`src/rtl/core/sacl_pkg.sv`:
```
// Shared types, constants and helpers for the set-associative LRU cache lookup.
// Used by sacl_store, sacl_lookup and the top level set_assoc_lru_cache_lookup_unit.
// Depends on nothing.
package sacl_pkg;

  // Cache geometry.
  localparam int WAYS      = 4;
  localparam int SET_COUNT = 64;
  localparam int ADDR_BITS = 48;

  // Number of set index bits is floor(log2(SET_COUNT)).
  localparam int SET_BITS = $clog2(SET_COUNT + 1) - 1;
  localparam int SET_W    = (SET_BITS > 0) ? SET_BITS : 1;
  localparam int SETS     = 1 << SET_BITS;
  localparam int WAY_W    = (WAYS > 1) ? $clog2(WAYS) : 1;
  localparam int TAG_W    = ADDR_BITS - SET_BITS;

  // Fixed field widths of the ports.
  localparam int OFFSET_W    = 4;
  localparam int WAY_FIELD_W = 2;
  localparam int CFG_IDX_W   = 1;
  localparam int CFG_DATA_W  = 4;

  // Configuration register indexes.
  localparam logic [CFG_IDX_W-1:0] REG_CACHE_ENABLED = 1'd0;
  localparam logic [CFG_IDX_W-1:0] REG_OFFSET_BITS   = 1'd1;

  // Configuration reset values.
  localparam logic [OFFSET_W-1:0] OFFSET_RESET = 4'd6;

  typedef logic [SET_W-1:0]                  set_t;
  typedef logic [WAY_W-1:0]                  way_t;
  typedef logic [TAG_W-1:0]                  tag_t;
  typedef logic [WAYS-1:0][TAG_W-1:0]        tag_row_t;
  typedef logic [WAYS-1:0][WAY_W-1:0]        age_row_t;

  // Contents of one set as seen by the lookup logic.
  typedef struct packed {
    tag_row_t          tags;
    age_row_t          ages;
    logic [WAYS-1:0]   valid;
  } row_t;

  // Update of one set after a lookup.
  typedef struct packed {
    logic     en;
    set_t     set;
    way_t     way;
    tag_row_t tags;
    age_row_t ages;
  } wr_t;

  // Ages after reset: each way starts with its own index.
  function automatic age_row_t reset_ages();
    age_row_t r;
    for (int w = 0; w < WAYS; w++) begin
      r[w] = WAY_W'(w);
    end
    return r;
  endfunction

  // Way index as the two-bit result field.
  function automatic logic [WAY_FIELD_W-1:0] to_way_field(way_t idx);
    logic [WAY_FIELD_W-1:0] r;
    r = '0;
    for (int i = 0; i < WAY_FIELD_W && i < WAY_W; i++) begin
      r[i] = idx[i];
    end
    return r;
  endfunction

endpackage

```
`src/rtl/core/sacl_lookup.sv`:
```
// Tag compare, victim choice and LRU age update for one set.
// Depends on sacl_pkg. Purely combinational.
module sacl_lookup (
  input  sacl_pkg::row_t     row,
  input  sacl_pkg::tag_t     tag,
  output logic               hit,
  output sacl_pkg::way_t     way,
  output sacl_pkg::tag_row_t tags_next,
  output sacl_pkg::age_row_t ages_next
);
  import sacl_pkg::*;

  localparam way_t OLDEST = WAY_W'(WAYS - 1);

  logic [WAYS-1:0] match;
  logic            found;
  logic            vfound;
  way_t            hit_way;
  way_t            victim;
  way_t            sel;
  way_t            old_age;

  // Parallel compare and lowest-index match.
  always_comb begin
    match   = '0;
    found   = 1'b0;
    hit_way = '0;
    for (int w = 0; w < WAYS; w++) begin
      match[w] = row.valid[w] && (row.tags[w] == tag);
    end
    for (int w = 0; w < WAYS; w++) begin
      if (match[w] && !found) begin
        found   = 1'b1;
        hit_way = WAY_W'(w);
      end
    end
  end

  // Victim is the way holding the oldest age; way 0 if none does.
  always_comb begin
    vfound = 1'b0;
    victim = '0;
    for (int w = 0; w < WAYS; w++) begin
      if ((row.ages[w] == OLDEST) && !vfound) begin
        vfound = 1'b1;
        victim = WAY_W'(w);
      end
    end
  end

  // Selected way becomes most recent; younger ways age by one.
  always_comb begin
    sel     = found ? hit_way : victim;
    old_age = row.ages[sel];
    for (int w = 0; w < WAYS; w++) begin
      if (row.ages[w] < old_age) begin
        ages_next[w] = WAY_W'(row.ages[w] + 1'b1);
      end else begin
        ages_next[w] = row.ages[w];
      end
    end
    ages_next[sel] = '0;
    tags_next      = row.tags;
    if (!found) begin
      tags_next[sel] = tag;
    end
  end

  assign hit = found;
  assign way = sel;

endmodule

```
`config.mk`:
```
export PLATFORM = sky130hd
export DESIGN_NAME = sacl_lookup
export DESIGN_NICKNAME = d
export VERILOG_FILES = /design/src/rtl/core/sacl_pkg.sv /design/src/rtl/core/sacl_lookup.sv
export SDC_FILE = /design/constraint.sdc
export NUM_CORES = 1
export LEC_CHECK = 0
export ABC_AREA = 1
export BUFFER_PORTS_ARGS = -buffer_cell sky130_fd_sc_hd__buf_2
export CAP_MARGIN = 20
export CORE_MARGIN = 5
export CORE_UTILIZATION = 30
export DETAILED_ROUTE_END_ITERATION = 6
export SETUP_SLACK_MARGIN = 0.2
export SYNTH_ARGS = -nofsm -noshare
export SYNTH_HDL_FRONTEND = slang
export SYNTH_SLANG_ARGS = --single-unit
```
`constraint.sdc`:
```
create_clock -name vclk -period 2.42
set_clock_uncertainty 0.1 [all_clocks]
set_input_delay 0.121 -clock vclk [all_inputs]
set_output_delay 0.121 -clock vclk [all_outputs]
set_load 0.02 [all_outputs]
```
==> metrics.md, run 1 <==
| Metric | Value |
|---|---|
| Final setup margin | `-0.530 ns` |
| Starting Density | `30.6%` |
| Cells after Synth | `1395` |
| Total of max-cap violations | `0` |
| Layout cells sized above 1 | `56.8%` |
| Count leader, synth | `nand2_1` |
| Worst setup SP type | `input port` |
| Relative slew slack | `71.1%` |
| Measured slew at the worst slew-check pin | `0.430 ns` |
| TritonRoute pass-1 iters | `5` |
| Hold depth | `4` |
| Minimum clock period | `2.95 ns` |
| Largest family of logic cells by synthesized area | `simple AND/OR/NAND/NOR gates` |
| Port bufs | `401` |
| Status | `finished, violations left` |
| Post-Synth XOR/XNOR Area | `5.82%` |
| ANT nets after route | `0` |
| Adder-Cell Fraction of Synth Area | `1.55%` |
| Simple-gate share of the synthesized area | `55.9%` |
| # fillers | `1765` |
| GR Overflow Total | `0` |
| Dpl hpwl | `41500 µm` |
| Wire per inst | `23.4 µm` |
| Mux share of post-synthesis cell area | `0%` |
| Core box area | `21200 µm²` |
| Pwr/cell area | `290 nW/µm²` |
| CP arrival | `2.73 ns` |
| FMAX | `0.339 GHz` |
| Register area | `0 µm²` |
| Hold Path End | `tags_next[80]` |
| Hold_buf cts | `0` |
| Syn Std Cell Area | `6470 µm²` |
| Critical path peak fanout | `5` |
| Die Y | `157 µm` |
| Synth area leaders | `nand2_1 35%, inv_1 10%, o21ai_0 7.5%` |
| Required @ worst endpoint | `2.20 ns` |
| Die Area | `24600 µm²` |
| DR vias | `13000` |
| Post-Route Utilization | `70.5%` |
| CLK BUF | `0` |
| Worst vdd ir | `0.000193 V` |
| Final setup violation count | `177` |
| GPL Wtd Cong | `1.07` |
| Pre-CTS setup slack | `-0.812 ns` |
| Synth Area in Compound Gates | `19.2%` |
| Number of sequential cells | `0` |
| Die X | `157 µm` |
| Min-delay src | `row[92]` |
| First-pass GRT wire length | `71800 µm` |
| # placed instances | `2294` |
| Layout Area Growth over Synthesis | `130%` |
| Final instance area | `14900 µm²` |
| Synth warn | `0` |
| Synth top area share | `35.1%` |
| Crit path capture type | `output pin` |
| Site row count | `53` |
| Area leader, netlist | `nand2_1` |
| Total wire length | `55700 µm` |
| Initial antenna violation count | `4` |
| Final hold violation count | `0` |
| Register area share after synthesis | `0%` |
| Post-synthesis cell type count | `45` |
| Post-synth top cells | `605 x nand2_1, 177 x inv_1, 127 x nor2_1` |
| DRT iter0 DRCs | `1575` |
| Number of global-route vias before repair | `11800` |
| Fin nets | `2333` |
| Vias per cell | `5.48` |
| Hold Path Class | `input port to output pin` |
| Global Route Usage Sum | `38.7%` |
| LEAKAGE | `8.11 nW` |
| Final total power | `4.33 mW` |
| # DRC | `0` |
| Non-Filler Instances | `2379` |
| Fin. max-slew vios | `0` |
| Placed cell area | `10900 µm²` |
| Largest net degree at the start of global routing | `57` |
| Mean area per synthesized cell | `4.64 µm²` |
| WS Path Type | `input port to output pin` |
| I/O pin cnt | `401` |
| Failing checks | `negative setup slack` |
| Mapped Nets | `1625` |
| Final period util | `122%` |
| RSZ-0062 raised after global routing | `yes` |
worst max path at each step:
stage,from,to,cells past startpoint
2_1_floorplan,tag[34],ages_next[2],16
3_3_place_gp,tag[2],ages_next[2],19
3_5_place_dp,tag[2],ages_next[5],21
4_1_cts,tag[23],ages_next[5],21
5_1_grt,tag[39],ages_next[5],23
6_report,row[131],ages_next[1],21
layout by cell type, fill, tap and decap left out, drive strengths merged:
master	n
xor2	4
a211oi	1
a2111oi	1
xnor2	39
nand3b	2
o2111ai	1
nand4	54
bufbuf	3
inv	211
nor3	8
nor4b	1
nor2b	1
clkbuf	13
a221oi	1
a21boi	2
nor3b	1
and2	2
buf	734
diode	3
nand3	41
nand2	621
nor2	133
o21ai	188
or2	4
nor4	4
o22ai	5
o211ai	3
and3	1
o31ai	4
ha	8
a21oi	10
layer usage:
layer / part of all wire [%] / vias up / track usage (%)
met1: 38 / 6043 / 51.3
met5: 0.034 / - / 0
li1: - / 5836 / -
met3: 11 / 229 / 4.98
met2: 45 / 937 / 64.9
met4: 6.1 / 2 / 12.5
worst max-delay path, stage by stage:
cell	delay [ns]
buf_2	0.11
inv_2	0.07
o21ai_0	0.20
buf_4	0.18
nor2_4	0.03
nand2_1	0.05
nor2_1	0.04
nand2_1	0.13
nor3_2	0.07
buf_4	0.15
a21oi_4	0.21
nand2_8	0.11
nand2_4	0.10
o22ai_4	0.07
a221oi_4	0.25
buf_4	0.18
ha_4	0.21
nand2_4	0.10
a21oi_2	0.08
nor2_2	0.13
buf_6	0.14
power by group:
part	leakage [nW]	total (mW)	switching (mW)	internal, mW
clock	0.0000205	0.000000159	0	0.000000159
sequential	0	0	0	0
combinational	8.11	4.33	2.41	1.92
what timing repair did:
item | 4_1_cts | 5_1_grt
gates resized for setup | 403 | 442
buffers inserted | 27 | 27
pin swaps | 86 | 97
cloned | 12 | 16
endpoints found under the setup margin | 178 | 178
cells by family after synthesis:
logic type               Yosys count
AND/OR/NAND/NOR                  872
adder cells (fa/ha/maj)            8
XOR/XNOR                          43
AO/OA/AOI/OAI                    216
buffers and inverters            256
per-stage QoR:
stage,hold WS [ns],setup TNS [ns]
2_1_floorplan,0.288,-0.276
3_5_place_dp,0.496,-76.37
3_3_place_gp,0.496,-72.30
6_report,0.469,-51.21
5_1_grt,0.470,-61.53
4_1_cts,0.477,-27.86
final cells by class:
cell class | instances | area [µm²] | area share, %
antenna | 3 | 7.51 | 0.0503
inverter | 211 | 867 | 5.81
multi-input combinational | 1140 | 7340 | 49.2
tap | 275 | 344 | 2.31
timing repair buffer | 750 | 6350 | 42.6
Power figures use the tool's default switching activity.
==> run 2, diff against run 1 <==
--- a/config.mk
+++ b/config.mk
@@ -5,13 +5,13 @@
 export SDC_FILE = /design/constraint.sdc
 export NUM_CORES = 1
 export LEC_CHECK = 0
-export ABC_AREA = 1
 export BUFFER_PORTS_ARGS = -buffer_cell sky130_fd_sc_hd__buf_2
 export CAP_MARGIN = 20
-export CORE_MARGIN = 5
-export CORE_UTILIZATION = 30
+export CORE_AREA = 5 5 155 157
 export DETAILED_ROUTE_END_ITERATION = 6
+export DIE_AREA = 0 0 160 162
 export SETUP_SLACK_MARGIN = 0.2
+export SLEW_MARGIN = 10
 export SYNTH_ARGS = -nofsm -noshare
 export SYNTH_HDL_FRONTEND = slang
 export SYNTH_SLANG_ARGS = --single-unit
==> constraint.sdc (replaced) <==
create_clock -name vclk -period 2.42
set_clock_uncertainty 0.1 [all_clocks]
set_input_delay 0.121 -clock vclk [all_inputs]
set_output_delay 0.121 -clock vclk [all_outputs]
set_load 0.005 [all_outputs]
==> metrics.md, run 2 <==
| Metric | Value |
|---|---|
| Synth top area share | `21.5%` |
| GR Overflow Total | `0` |
| Initial antenna violation count | `3` |
| Hold_buf cts | `0` |
| Hold Path Class | `input port to output pin` |
| Mean area per synthesized cell | `9.22 µm²` |
| Layout cells sized above 1 | `75.5%` |
| Total of max-cap violations | `0` |
| Starting Density | `24.6%` |
| FMAX | `0.271 GHz` |
| WS Path Type | `input port to output pin` |
| GPL Wtd Cong | `0.924` |
| Wire per inst | `23.9 µm` |
| Port bufs | `401` |
| CP arrival | `3.47 ns` |
| # DRC | `0` |
| Crit path capture type | `output pin` |
| Measured slew at the worst slew-check pin | `0.493 ns` |
| Count leader, synth | `xnor2_1` |
| LEAKAGE | `5.58 nW` |
| Number of global-route vias before repair | `7471` |
| Die Area | `25900 µm²` |
| Area leader, netlist | `mux2_4` |
| Number of sequential cells | `0` |
| I/O pin cnt | `401` |
| Fin nets | `1405` |
| Post-Route Utilization | `50.4%` |
| Final setup margin | `-1.27 ns` |
| Most frequent cells in the layout | `304 x buf_2, 182 x buf_4, 164 x mux2_4` |
| Failing checks | `negative setup slack` |
| Met3 WL | `2070 µm` |
| # fillers | `2102` |
| Syn Std Cell Area | `5510 µm²` |
| WL met2 | `17800 µm` |
| Fin. max-slew vios | `0` |
| TritonRoute pass-1 iters | `4` |
| Global Route Usage Sum | `24.4%` |
| Dpl hpwl | `28700 µm` |
| Vias per cell | `4.77` |
| Pwr/cell area | `252 nW/µm²` |
| Relative slew slack | `66.8%` |
| Status | `finished, violations left` |
| Worst vdd ir | `0.000121 V` |
| Critical path peak fanout | `4` |
| Final total power | `2.84 mW` |
| Non-Filler Instances | `1459` |
| Required @ worst endpoint | `2.20 ns` |
| Cells after Synth | `597` |
| DRT iter0 DRCs | `318` |
| Pre-CTS setup slack | `-1.59 ns` |
| DR vias | `6965` |
| WHS | `0.449 ns` |
| Site row count | `55` |
| Commonest non-fill, non-tap cell in the layout | `buf_2` |
| Post-synthesis cell type count | `49` |
| Mapped Nets | `827` |
| Top sig layer | `met5` |
| CLK BUF | `0` |
| ANT nets after route | `0` |
| Final hold violation count | `0` |
| # placed instances | `1412` |
| Final period util | `153%` |
| Multi-input gate area | `5860 µm²` |
| Die X | `160 µm` |
| Core box area | `22400 µm²` |
| Layout Area Growth over Synthesis | `105%` |
| Register area | `0 µm²` |
| Largest net degree at the start of global routing | `22` |
| Final setup violation count | `179` |
| Synth area leaders | `mux2_4 22%, xnor2_1 17%, mux2_2 9.4%` |
| First-pass GRT wire length | `47900 µm` |
| Post-synth top cells | `106 x xnor2_1, 79 x mux2_4, 56 x xor2_1` |
| Worst setup SP type | `input port` |
| Met1 WL | `14200 µm` |
| Die Y | `162 µm` |
| Synth warn | `0` |
| Minimum clock period | `3.69 ns` |
| Register area share after synthesis | `0%` |
| RSZ-0062 raised after global routing | `yes` |
| Total wire length | `34900 µm` |
run 2: cell types whose count changed in the layout (fill, tap and decap cells not counted), moves of 34 or more:
cell	before	now
buf_2	201	304
o21ai_2	70	0
xor2_1	3	51
buf_4	367	182
o21ai_1	53	0
xnor2_1	13	72
nor2_1	90	8
inv_1	164	9
mux2_4	0	164
nand2_1	446	22
o21ai_4	36	2
nand2_2	127	0
nand2_4	44	2
run 2: timing repair:
item	in CTS	in global routing
buffers inserted	22	10
pin swaps	28	10
gates resized for setup	148	68
endpoints found under the setup margin	179	179
gates cloned	10	4
run 2: kinds of logic (layout without fill, tap and decap cells):
logic type	count (synthesis)	count (layout)	synth area share (%)
mux	176	176	41.2
fa+ha+maj	8	8	1.82
compound gates	28	28	4.54
simple gates	155	155	17.2
xor+xnor	162	162	25.8
buf+inv	68	644	9.48
other cells	0	1	0
run 2: final timing paths:
check	start	end	slack, ns	cells past startpoint
worst max-delay path	row[126]	ages_next[5]	-1.27	17
worst min-delay path	row[113]	tags_next[101]	0.45	3
run 2: worst max-delay path: stages:
cell and delay (ns):
buf_8 0.11, xnor2_4 0.16, nand4_1 0.18, or4_4 0.55, or4_4 0.49, a21bo_4 0.24
nand2_8 0.08, inv_8 0.04, nor2_4 0.09, a21oi_2 0.03, mux2_4 0.31, ha_4 0.17
or3_1 0.31, o32ai_2 0.23, a21oi_2 0.08, mux2i_1 0.14, buf_2 0.13
run 2: area by class of cell:
cell class	instances	area share, %
antenna	1	0.0222
inverter	10	0.399
multi-input combinational	529	52.0
tap	285	3.16
timing repair buffer	634	44.4
run 2: stage by stage:
step	instance area, µm²	TNS [ns]
6_report	11300	-175.15
5_1_grt	11300	-188.19
2_1_floorplan	5960	-70.86
3_3_place_gp	9310	-192.09
4_1_cts	10700	-163.71
3_5_place_dp	9310	-198.75
run 2: metal layers:
metal	global-route usage (%)	vias to the layer above
met5	0	-
met4	3.87	4
met3	4.82	42
met2	46.0	287
met1	29.0	3339
li1	-	3293
run 2: power breakdown:
group	switching (mW)	leakage [nW]	internal, mW
clock network	0	0.00000634	0.0000000553
logic	1.20	5.58	1.64
registers	0	0	0
total	1.20	5.58	1.64
